==> config.mk <==
export PLATFORM = sky130hd
export DESIGN_NAME = fgmn_ctrl
export DESIGN_NICKNAME = d
export VERILOG_FILES = /design/src/rtl/fgmn_pkg.sv /design/src/rtl/fgmn_ctrl.sv
export SDC_FILE = /design/constraint.sdc
export NUM_CORES = 1
export LEC_CHECK = 0
export BUFFER_PORTS_ARGS = -buffer_cell sky130_fd_sc_hd__buf_2
export CAP_MARGIN = 10
export CORE_ASPECT_RATIO = 2
export CORE_MARGIN = 2
export CORE_UTILIZATION = 35
export DETAILED_ROUTE_END_ITERATION = 12
export PLACE_DENSITY = 0.54
export SETUP_SLACK_MARGIN = 0.02
export SYNTH_ARGS = -nofsm -noshare
export SYNTH_HDL_FRONTEND = slang
export SYNTH_SLANG_ARGS = --single-unit
export TNS_END_PERCENT = 100
==> constraint.sdc <==
create_clock -name clk -period 9.2 [get_ports clk]
set_input_delay 1.38 -clock clk [delete_from_list [all_inputs] [get_ports clk]]
set_output_delay 1.38 -clock clk [all_outputs]
set_load 0.02 [all_outputs]
==> src/rtl/fgmn_pkg.sv <==
// Package for the functional graph meeting node block.
// Shared types, field widths and register codes; no dependencies.
package fgmn_pkg;

  localparam int IDX_W         = 10;  // node index field width
  localparam int DIST_W        = 10;  // walk distance, below 1024 by construction
  localparam int SUM_W         = DIST_W + 1;
  localparam int CFG_IDX_W     = 2;
  localparam int MAX_NODES_DEF = 1024;

  localparam logic [CFG_IDX_W-1:0] REG_START_A = 2'd0;
  localparam logic [CFG_IDX_W-1:0] REG_START_B = 2'd1;

  typedef struct packed {
    logic [IDX_W-1:0] successor;
    logic             has_successor;
    logic             last;
  } in_item_t;

  typedef struct packed {
    logic [IDX_W-1:0] meeting_node;
    logic             found;
  } out_item_t;

  // successor memory word
  typedef struct packed {
    logic             has;
    logic [IDX_W-1:0] succ;
  } succ_entry_t;

  // distance memory word: both walks share one entry
  typedef struct packed {
    logic              reached_a;
    logic [DIST_W-1:0] dist_a;
    logic              reached_b;
    logic [DIST_W-1:0] dist_b;
  } dist_entry_t;

endpackage

==> src/rtl/fgmn_ctrl.sv <==
// Sequencer for the meeting node block: clear, load, two walks, scan, result.
// Drives both memories (fgmn_ram) through their ports; uses fgmn_pkg.
module fgmn_ctrl import fgmn_pkg::*; #(
  parameter int MAX_NODES = MAX_NODES_DEF,
  localparam int AW       = $clog2(MAX_NODES),
  localparam int CW       = $clog2(MAX_NODES + 1)
) (
  input  logic                  clk,
  input  logic                  rst,
  input  logic                  in_valid,
  output logic                  in_stall,
  input  in_item_t              in_data,
  output logic                  out_valid,
  input  logic                  out_stall,
  output out_item_t             out_data,
  input  logic [IDX_W-1:0]      start_a,
  input  logic [IDX_W-1:0]      start_b,
  output logic                  smem_we,
  output logic [AW-1:0]         smem_waddr,
  output succ_entry_t           smem_wdata,
  output logic [AW-1:0]         smem_raddr,
  input  succ_entry_t           smem_rdata,
  output logic                  dmem_we,
  output logic [AW-1:0]         dmem_waddr,
  output dist_entry_t           dmem_wdata,
  output logic [AW-1:0]         dmem_raddr,
  input  dist_entry_t           dmem_rdata
);

  localparam int XW   = (AW > IDX_W) ? AW : IDX_W;
  localparam int CMPW = (CW > IDX_W) ? CW : IDX_W;

  typedef enum logic [2:0] {
    S_CLEAR, S_LOAD, S_WALK_START, S_WALK_RD, S_WALK_CHK, S_SCAN, S_EMIT
  } state_t;

  state_t            state;
  logic [CW-1:0]     cnt;
  logic [AW-1:0]     clr_addr;
  logic [AW-1:0]     v;
  logic [DIST_W-1:0] d;
  logic              walk_b;
  logic [CW-1:0]     scan_idx;
  logic              pipe_v;
  logic [AW-1:0]     pipe_addr;
  logic [SUM_W-1:0]  best_sum;
  logic [IDX_W-1:0]  best_node;
  logic              found;

  logic              in_acc;
  logic [IDX_W-1:0]  start_sel;
  logic              start_ok;
  logic              own_seen;
  logic              succ_ok;
  logic [XW-1:0]     succ_x;
  logic [XW-1:0]     start_x;
  logic [XW-1:0]     pipe_x;
  logic [SUM_W-1:0]  sum;
  logic              both;
  dist_entry_t       upd;

  assign in_stall  = (state != S_LOAD);
  assign in_acc    = in_valid && !in_stall;
  assign start_sel = walk_b ? start_b : start_a;
  assign start_ok  = CMPW'(start_sel) < CMPW'(cnt);
  assign start_x   = XW'(start_sel);
  assign own_seen  = walk_b ? dmem_rdata.reached_b : dmem_rdata.reached_a;
  assign succ_ok   = smem_rdata.has && (CMPW'(smem_rdata.succ) < CMPW'(cnt));
  assign succ_x    = XW'(smem_rdata.succ);
  assign pipe_x    = XW'(pipe_addr);
  assign both      = dmem_rdata.reached_a && dmem_rdata.reached_b;
  assign sum       = SUM_W'(dmem_rdata.dist_a) + SUM_W'(dmem_rdata.dist_b);

  always_comb begin
    upd = dmem_rdata;
    if (walk_b) begin
      upd.reached_b = 1'b1;
      upd.dist_b    = d;
    end else begin
      upd.reached_a = 1'b1;
      upd.dist_a    = d;
    end
  end

  // memory port steering
  always_comb begin
    smem_we    = in_acc && (cnt < CW'(MAX_NODES));
    smem_waddr = cnt[AW-1:0];
    smem_wdata = '{has: in_data.has_successor, succ: in_data.successor};
    smem_raddr = v;
    dmem_we    = 1'b0;
    dmem_waddr = v;
    dmem_wdata = upd;
    dmem_raddr = v;
    case (state)
      S_CLEAR: begin
        dmem_we    = 1'b1;
        dmem_waddr = clr_addr;
        dmem_wdata = '0;
      end
      S_WALK_CHK: begin
        dmem_we = !own_seen;
      end
      S_SCAN: begin
        // clear the entry read last cycle while reading the next one
        dmem_raddr = scan_idx[AW-1:0];
        dmem_we    = pipe_v;
        dmem_waddr = pipe_addr;
        dmem_wdata = '0;
      end
      default: ;
    endcase
  end

  always_ff @(posedge clk) begin
    if (rst) begin
      state     <= S_CLEAR;
      cnt       <= '0;
      clr_addr  <= '0;
      walk_b    <= 1'b0;
      pipe_v    <= 1'b0;
      found     <= 1'b0;
      out_valid <= 1'b0;
    end else begin
      // emit reloads the output register itself when it fires
      if (out_valid && !out_stall && state != S_EMIT) begin
        out_valid <= 1'b0;
      end
      case (state)
        S_CLEAR: begin
          clr_addr <= clr_addr + 1'b1;
          if (clr_addr == AW'(MAX_NODES - 1)) begin
            state <= S_LOAD;
          end
        end
        S_LOAD: begin
          if (in_acc) begin
            if (cnt < CW'(MAX_NODES)) begin
              cnt <= cnt + 1'b1;
            end
            if (in_data.last) begin
              walk_b <= 1'b0;
              state  <= S_WALK_START;
            end
          end
        end
        S_WALK_START: begin
          if (start_ok) begin
            v     <= start_x[AW-1:0];
            d     <= '0;
            state <= S_WALK_RD;
          end else if (!walk_b) begin
            walk_b <= 1'b1;
          end else begin
            scan_idx <= '0;
            pipe_v   <= 1'b0;
            found    <= 1'b0;
            state    <= S_SCAN;
          end
        end
        S_WALK_RD: begin
          state <= S_WALK_CHK;
        end
        S_WALK_CHK: begin
          if (!own_seen && succ_ok) begin
            v     <= succ_x[AW-1:0];
            d     <= d + 1'b1;
            state <= S_WALK_RD;
          end else if (!walk_b) begin
            walk_b <= 1'b1;
            state  <= S_WALK_START;
          end else begin
            scan_idx <= '0;
            pipe_v   <= 1'b0;
            found    <= 1'b0;
            state    <= S_SCAN;
          end
        end
        S_SCAN: begin
          if (scan_idx < cnt) begin
            pipe_v    <= 1'b1;
            pipe_addr <= scan_idx[AW-1:0];
            scan_idx  <= scan_idx + 1'b1;
          end else begin
            pipe_v <= 1'b0;
            if (!pipe_v) begin
              state <= S_EMIT;
            end
          end
          if (pipe_v && both && (!found || sum < best_sum)) begin
            found     <= 1'b1;
            best_sum  <= sum;
            best_node <= pipe_x[IDX_W-1:0];
          end
        end
        S_EMIT: begin
          if (!out_valid || !out_stall) begin
            out_valid             <= 1'b1;
            out_data.found        <= found;
            out_data.meeting_node <= found ? best_node : '0;
            cnt                   <= '0;
            state                 <= S_LOAD;
          end
        end
        default: state <= S_CLEAR;
      endcase
    end
  end

  a_cnt_bound: assert property (@(posedge clk) disable iff (rst)
    cnt <= CW'(MAX_NODES))
    else $error("node count above capacity");

  a_walk_in_range: assert property (@(posedge clk) disable iff (rst)
    (state == S_WALK_CHK && dmem_we) |-> (CMPW'(dmem_waddr) < CMPW'(cnt)))
    else $error("walk wrote a node outside the loaded set");

  a_scan_bound: assert property (@(posedge clk) disable iff (rst)
    state == S_SCAN |-> scan_idx <= cnt)
    else $error("scan ran past node count");

  a_result_from_emit: assert property (@(posedge clk) disable iff (rst)
    $rose(out_valid) |-> $past(state == S_EMIT))
    else $error("result beat raised outside emit");

endmodule
; ---- After elaboration in Yosys (flattened, before gate mapping)
; Index checks and enable logic that the tools add are counted.
[word_totals]
regBits = 101
out_inout_bits = 88
word_cells = 133
[classes]
addsub = 5
order_cmp = 5
eq_ne = 23
n_mux = 52
bitwise_logic = 1
reduce_logical = 32
[op_table]
columns = op, n
row1 = $mux W11, 9
row2 = $mux W10, 6
row3 = $pmux W10 S2, 3
row4 = $pmux W11 S3, 1
row5 = $mux W3, 10
row6 = $ne A2 B2 Y1 const B, 13
row7 = $add A11 B1 Y11 const B, 2
row8 = $lt A10 B11 Y1, 2
row9 = $lt A11 B11 Y1, 2
row10 = $mux W22, 1
row11 = $pmux W11 S2, 1
row12 = $pmux W3 S7, 1
row13 = $add A10 B1 Y10 const B, 2
row14 = $mux W1, 16
row15 = $pmux W1 S3, 4
row16 = $reduce_and A3 Y1, 4
row17 = $reduce_and A4 Y1, 3
row18 = $add A10 B10 Y11, 1
row19 = $lt A11 B11 Y1 const B, 1
row20 = $eq A10 B10 Y1 const B, 1
row21 = $reduce_and A5 Y1, 2
row22 = $eq A3 B3 Y1 const B, 3
row23 = $logic_and A1 B1 Y1, 9
row24 = $reduce_and A7 Y1, 1
row25 = 11 further kinds, 20

; ---- Logic depth before layout (Yosys ltp)
[depth]
ltp_word = 6
depth_mapped = 14
ltp_nobuf = 14

; ---- Worst setup path before layout
; OpenSTA, ideal clock, no wires.
[synth_timing]
path_kind = input port to flip-flop
from = input dmem_rdata[1] (netlist name)
to = register best_node[0], enable pin
setup_time_ns = 0.406
arrival_time_ns = 4.848
path_slack_ns = 3.946
cell_stages = 12
n_path_buf = 0
path_cell_list = ha_1 -> a21o_1 -> a21oi_2 -> o21ai_0 -> or4_1 -> and3_1 -> a311o_1 -> ha_1 -> and3_1 -> a2111oi_0 -> o21ai_0 -> a21oi_1
[synth_between]
elab_chain_len = 5
[synth_lines]
columns = element, line
row1 = "start, declared", fgmn_ctrl.sv:27  ; input dist_entry_t dmem_rdata
row2 = $add A10 B10 Y11, fgmn_ctrl.sv:72  ; assign sum = SUM_W'(dmem_rdata.dist_a) + SUM_W'(dmem_rdata.dist_b);
row3 = via sum[9], fgmn_ctrl.sv:58  ; logic [SUM_W-1:0] sum;
row4 = $lt A11 B11 Y1, fgmn_ctrl.sv:190  ; if (pipe_v && both && (!found || sum < best_sum)) begin
row5 = $logic_or A1 B1 Y1, fgmn_ctrl.sv:190
row6 = $logic_and A1 B1 Y1, fgmn_ctrl.sv:190
row7 = $reduce_and A3 Y1 (no source line), n/a
row8 = "end signal, assigned", fgmn_ctrl.sv:193  ; best_node <= pipe_x[IDX_W-1:0];
row9 = "end, declared", fgmn_ctrl.sv:47  ; logic [IDX_W-1:0] best_node;
; The timed path passes the listed nets, and every way through them passes these cells.
; A chain may end at the register's enable or synchronous reset.

; ---- Worst setup path after layout
[layout_timing]
from = input dmem_rdata[0] (netlist name)
to = register best_sum[10], enable pin
[layout_between]
elab_chain_len = 5
[layout_lines]
columns = element, line
row1 = $add A10 B10 Y11, fgmn_ctrl.sv:72
row2 = via sum[8], fgmn_ctrl.sv:58
row3 = $lt A11 B11 Y1, fgmn_ctrl.sv:190
row4 = $logic_or A1 B1 Y1, fgmn_ctrl.sv:190
row5 = $logic_and A1 B1 Y1, fgmn_ctrl.sv:190
row6 = $reduce_and A3 Y1 (no source line), n/a
row7 = "end signal, assigned", fgmn_ctrl.sv:192  ; best_sum <= sum;
row8 = "end, declared", fgmn_ctrl.sv:46  ; logic [SUM_W-1:0] best_sum;
; The timed path passes the listed nets, and every way through them passes these cells.

==> metrics.txt <==
outcome=finished, final reports clean; Peak VDD IR=81.3 uV; Largest stage delay, worst path=0.82 ns; H-Tree Depth=3; num ports=roughly 160; GRT Total Usage=~17%; post-synth top area cell=edfxtp_1; die height=196 um; Final Slew Violations=0; post-synthesis sequential area ratio=a little over two fifths; Placed Area=a little over 7000 um2; Tmin final=~5.2 ns; total negative slack=0 ns; initial antenna violation count=0; unrepaired setup endpoints after global routing=false; WL/cell=17.3 um; CP endpoint kind=register; type of the worst setup path=in -> reg; Worst Skew=about 0.011 ns; hold_buf cts=0; die area=~20000 um2; crit path cell chain=buf_2 -> ha_1 -> fa_1 -> a21o_1 -> a21oi_1 -> nor2b_1 -> o21ai_0 -> a211o_1 -> xnor2_1 -> ha_1 -> and3_1 -> a2111oi_0 -> o21ai_0 -> a21oi_2; synth top area cells=edfxtp_1, ha_1, dfxtp_1; cell depth of the worst flop-to-flop path=6; FFs w/ async S/R, synth=0%; hold worst-path end=best_node[9]; grt total ovfl=0; placed insts=between 900 and 1000; Final ANT Viol Nets=0; worst slew pin tran=around 1.1 ns; largest net degree at the start of global routing=28; RR Endpoint=smem_raddr[2]; DRT Wirelength=between 15000 and 20000 um; design area=7490 um2; starting density of the core=between 30% and 40%; Syn Area/Cell=slightly below 10 um2; clk sink count=just over 100; first-pass iteration count of the detailed router=4; area share of the largest cell type after synthesis=around a third; global-route wire length before repair=~27000 um; vias=~5100; dominant synthesized flop cell=edfxtp_1; Overall Power=roughly 1.1 mW; Post-Syn Area=between 6000 and 7000 um2; Clk Latency, worst-skew pair=approximately 0.34 ns; utilization after layout=41.1%; Area growth, synth to finish=16.1%; number of flops mapped to enable cells by yosys=73; IO buf count=134; Final Worst Setup Slack=between 4 and 5 ns; Layout Nets=about 900; Max-cap violations=0; routability cong.=0.828; Final setup viols=0; drt via density=around 5.2; power density cells=149 nW/um2; FMAX=a little under 0.2 GHz; Core ar.=around 18000 um2; Iter 0 DRT Violations=approximately 150; ant diodes=0; vias in the first global route=between 5000 and 6000; DPL Wire Length=roughly 14000 um; Hold Path Class=reg -> reg; net count after synthesis=775; Hold Fails Final Rpt=0; Yosys cell types=64; layout cells sized above 1=25.2%; width of the die=100 um; worst slack at placement=between 3 and 4 ns; critical path data arrival time=5.12 ns; fraction of the cycle the final worst path needs=a little under three fifths; Critical-path top delay cell=a21oi_2; Root Driver=clkbuf_16; headroom to the max-slew limit=between 20% and 30%; # rows=70; crit start category=input port; YS warnings=0; flop2flop setup slack=around 5.5 ns; CP max FO=21; P_leak=3.03 nW; post-synthesis cell count=between 600 and 700; top cells by count, synth=nor2_1, nand2_1, edfxtp_1; postcts setup bufs=0; hold path cells=0; Non-Filler Instances=about 980; critical hold path startpoint=pipe_addr[9]; most frequent cell after synthesis=nor2_1; Crit path required time=approximately 9.2 ns; PostCTS Resize Cnt=0; DRC=0; clock slew at reported path FFs=~0.070 ns; CTS tree=done; CTS buffer count=9; #FFs+latches synth=between 100 and 150; clock buffer depth=2; Min Hold Slack=~0.46 ns; R2R Path Start=walk_b
==> power by group <==
group          internal, mW  switching, mW
combinational        0.0845          0.133
sequential            0.491         0.0131
clock                 0.217          0.179
total                 0.793          0.325
==> logic make-up (layout without fill, tap and decap cells) <==
| kind of cell | Yosys count | count (layout) | synth area share [%] |
|---|---|---|---|
| multiplexers | 42 | 42 | 6.95 |
| flip-flops | 101 | 101 | 42.7 |
| AND/OR/NAND/NOR | 254 | 254 | 18.6 |
| buffers and inverters | 69 | 179 | 5.45 |
| XOR/XNOR | 39 | 39 | 5.30 |
| adder cells (fa/ha/maj) | 53 | 53 | 10.4 |
| AO/OA/AOI/OAI | 95 | 95 | 10.6 |
==> cell type report <==
| type | count | area [um2] |
|---|---|---|
| well taps | 216 | 270 |
| clock buffers | 9 | 225 |
| clock inverters | 7 | 90.1 |
| flip-flops and latches | 101 | 2750 |
| inverters | 26 | 97.6 |
| fillers | 1857 | 10700 |
| repair buffers | 137 | 693 |
| multi-input cells | 483 | 3360 |
==> routing by layer <==
layer | routed length [um] | up-vias | track usage, %
li1 | - | 2503 | -
met5 | 0 | - | 0
met2 | 9870 | 124 | 35.1
met3 | 614 | 22 | 2.46
met1 | 6150 | 2453 | 17.5
met4 | 318 | 0 | 6.04
==> placed cells by master, fill, tap and decap left out, types with 12 or more instances in the layout <==
master / count
edfxtp_1: 73
mux2_2: 18
xnor2_1: 19
a21oi_1: 25
mux2i_1: 23
xor2_1: 20
nor2_1: 89
nand3_1: 21
dfxtp_1: 27
o21ai_0: 15
nand2_1: 76
ha_1: 52
buf_2: 134
inv_1: 26
and2_1: 12
==> state kept, by name (all words and copies together), names as in the netlist, 3 cells and up <==
name	cells
best_sum	11
cnt	11
out_data	11
scan_idx	11
best_node	10
clr_addr	10
d	10
pipe_addr	10
smem_raddr	10
state	3
==> worst max-delay path, delay by kind of cell <==
family	cells	cell delay [ns]
compound gates	7	2.26
fa+ha+maj	3	0.92
buf+inv	1	0.11
xor+xnor	1	0.16
simple gates	2	0.27
==> worst max path at each step <==
stage | start | end | slack (ns) | cells past startpoint
4_1_cts | dmem_rdata[0] | best_node[1] | 3.98 | 14
5_1_grt | dmem_rdata[0] | best_node[1] | 3.53 | 14
6_report | dmem_rdata[0] | best_sum[10] | 4.04 | 14
2_1_floorplan | dmem_rdata[1] | best_node[0] | 3.95 | 12
3_5_place_dp | dmem_rdata[0] | best_node[4] | 3.61 | 14
3_3_place_gp | dmem_rdata[0] | best_node[4] | 3.78 | 14
Power figures use the tool's default switching activity.
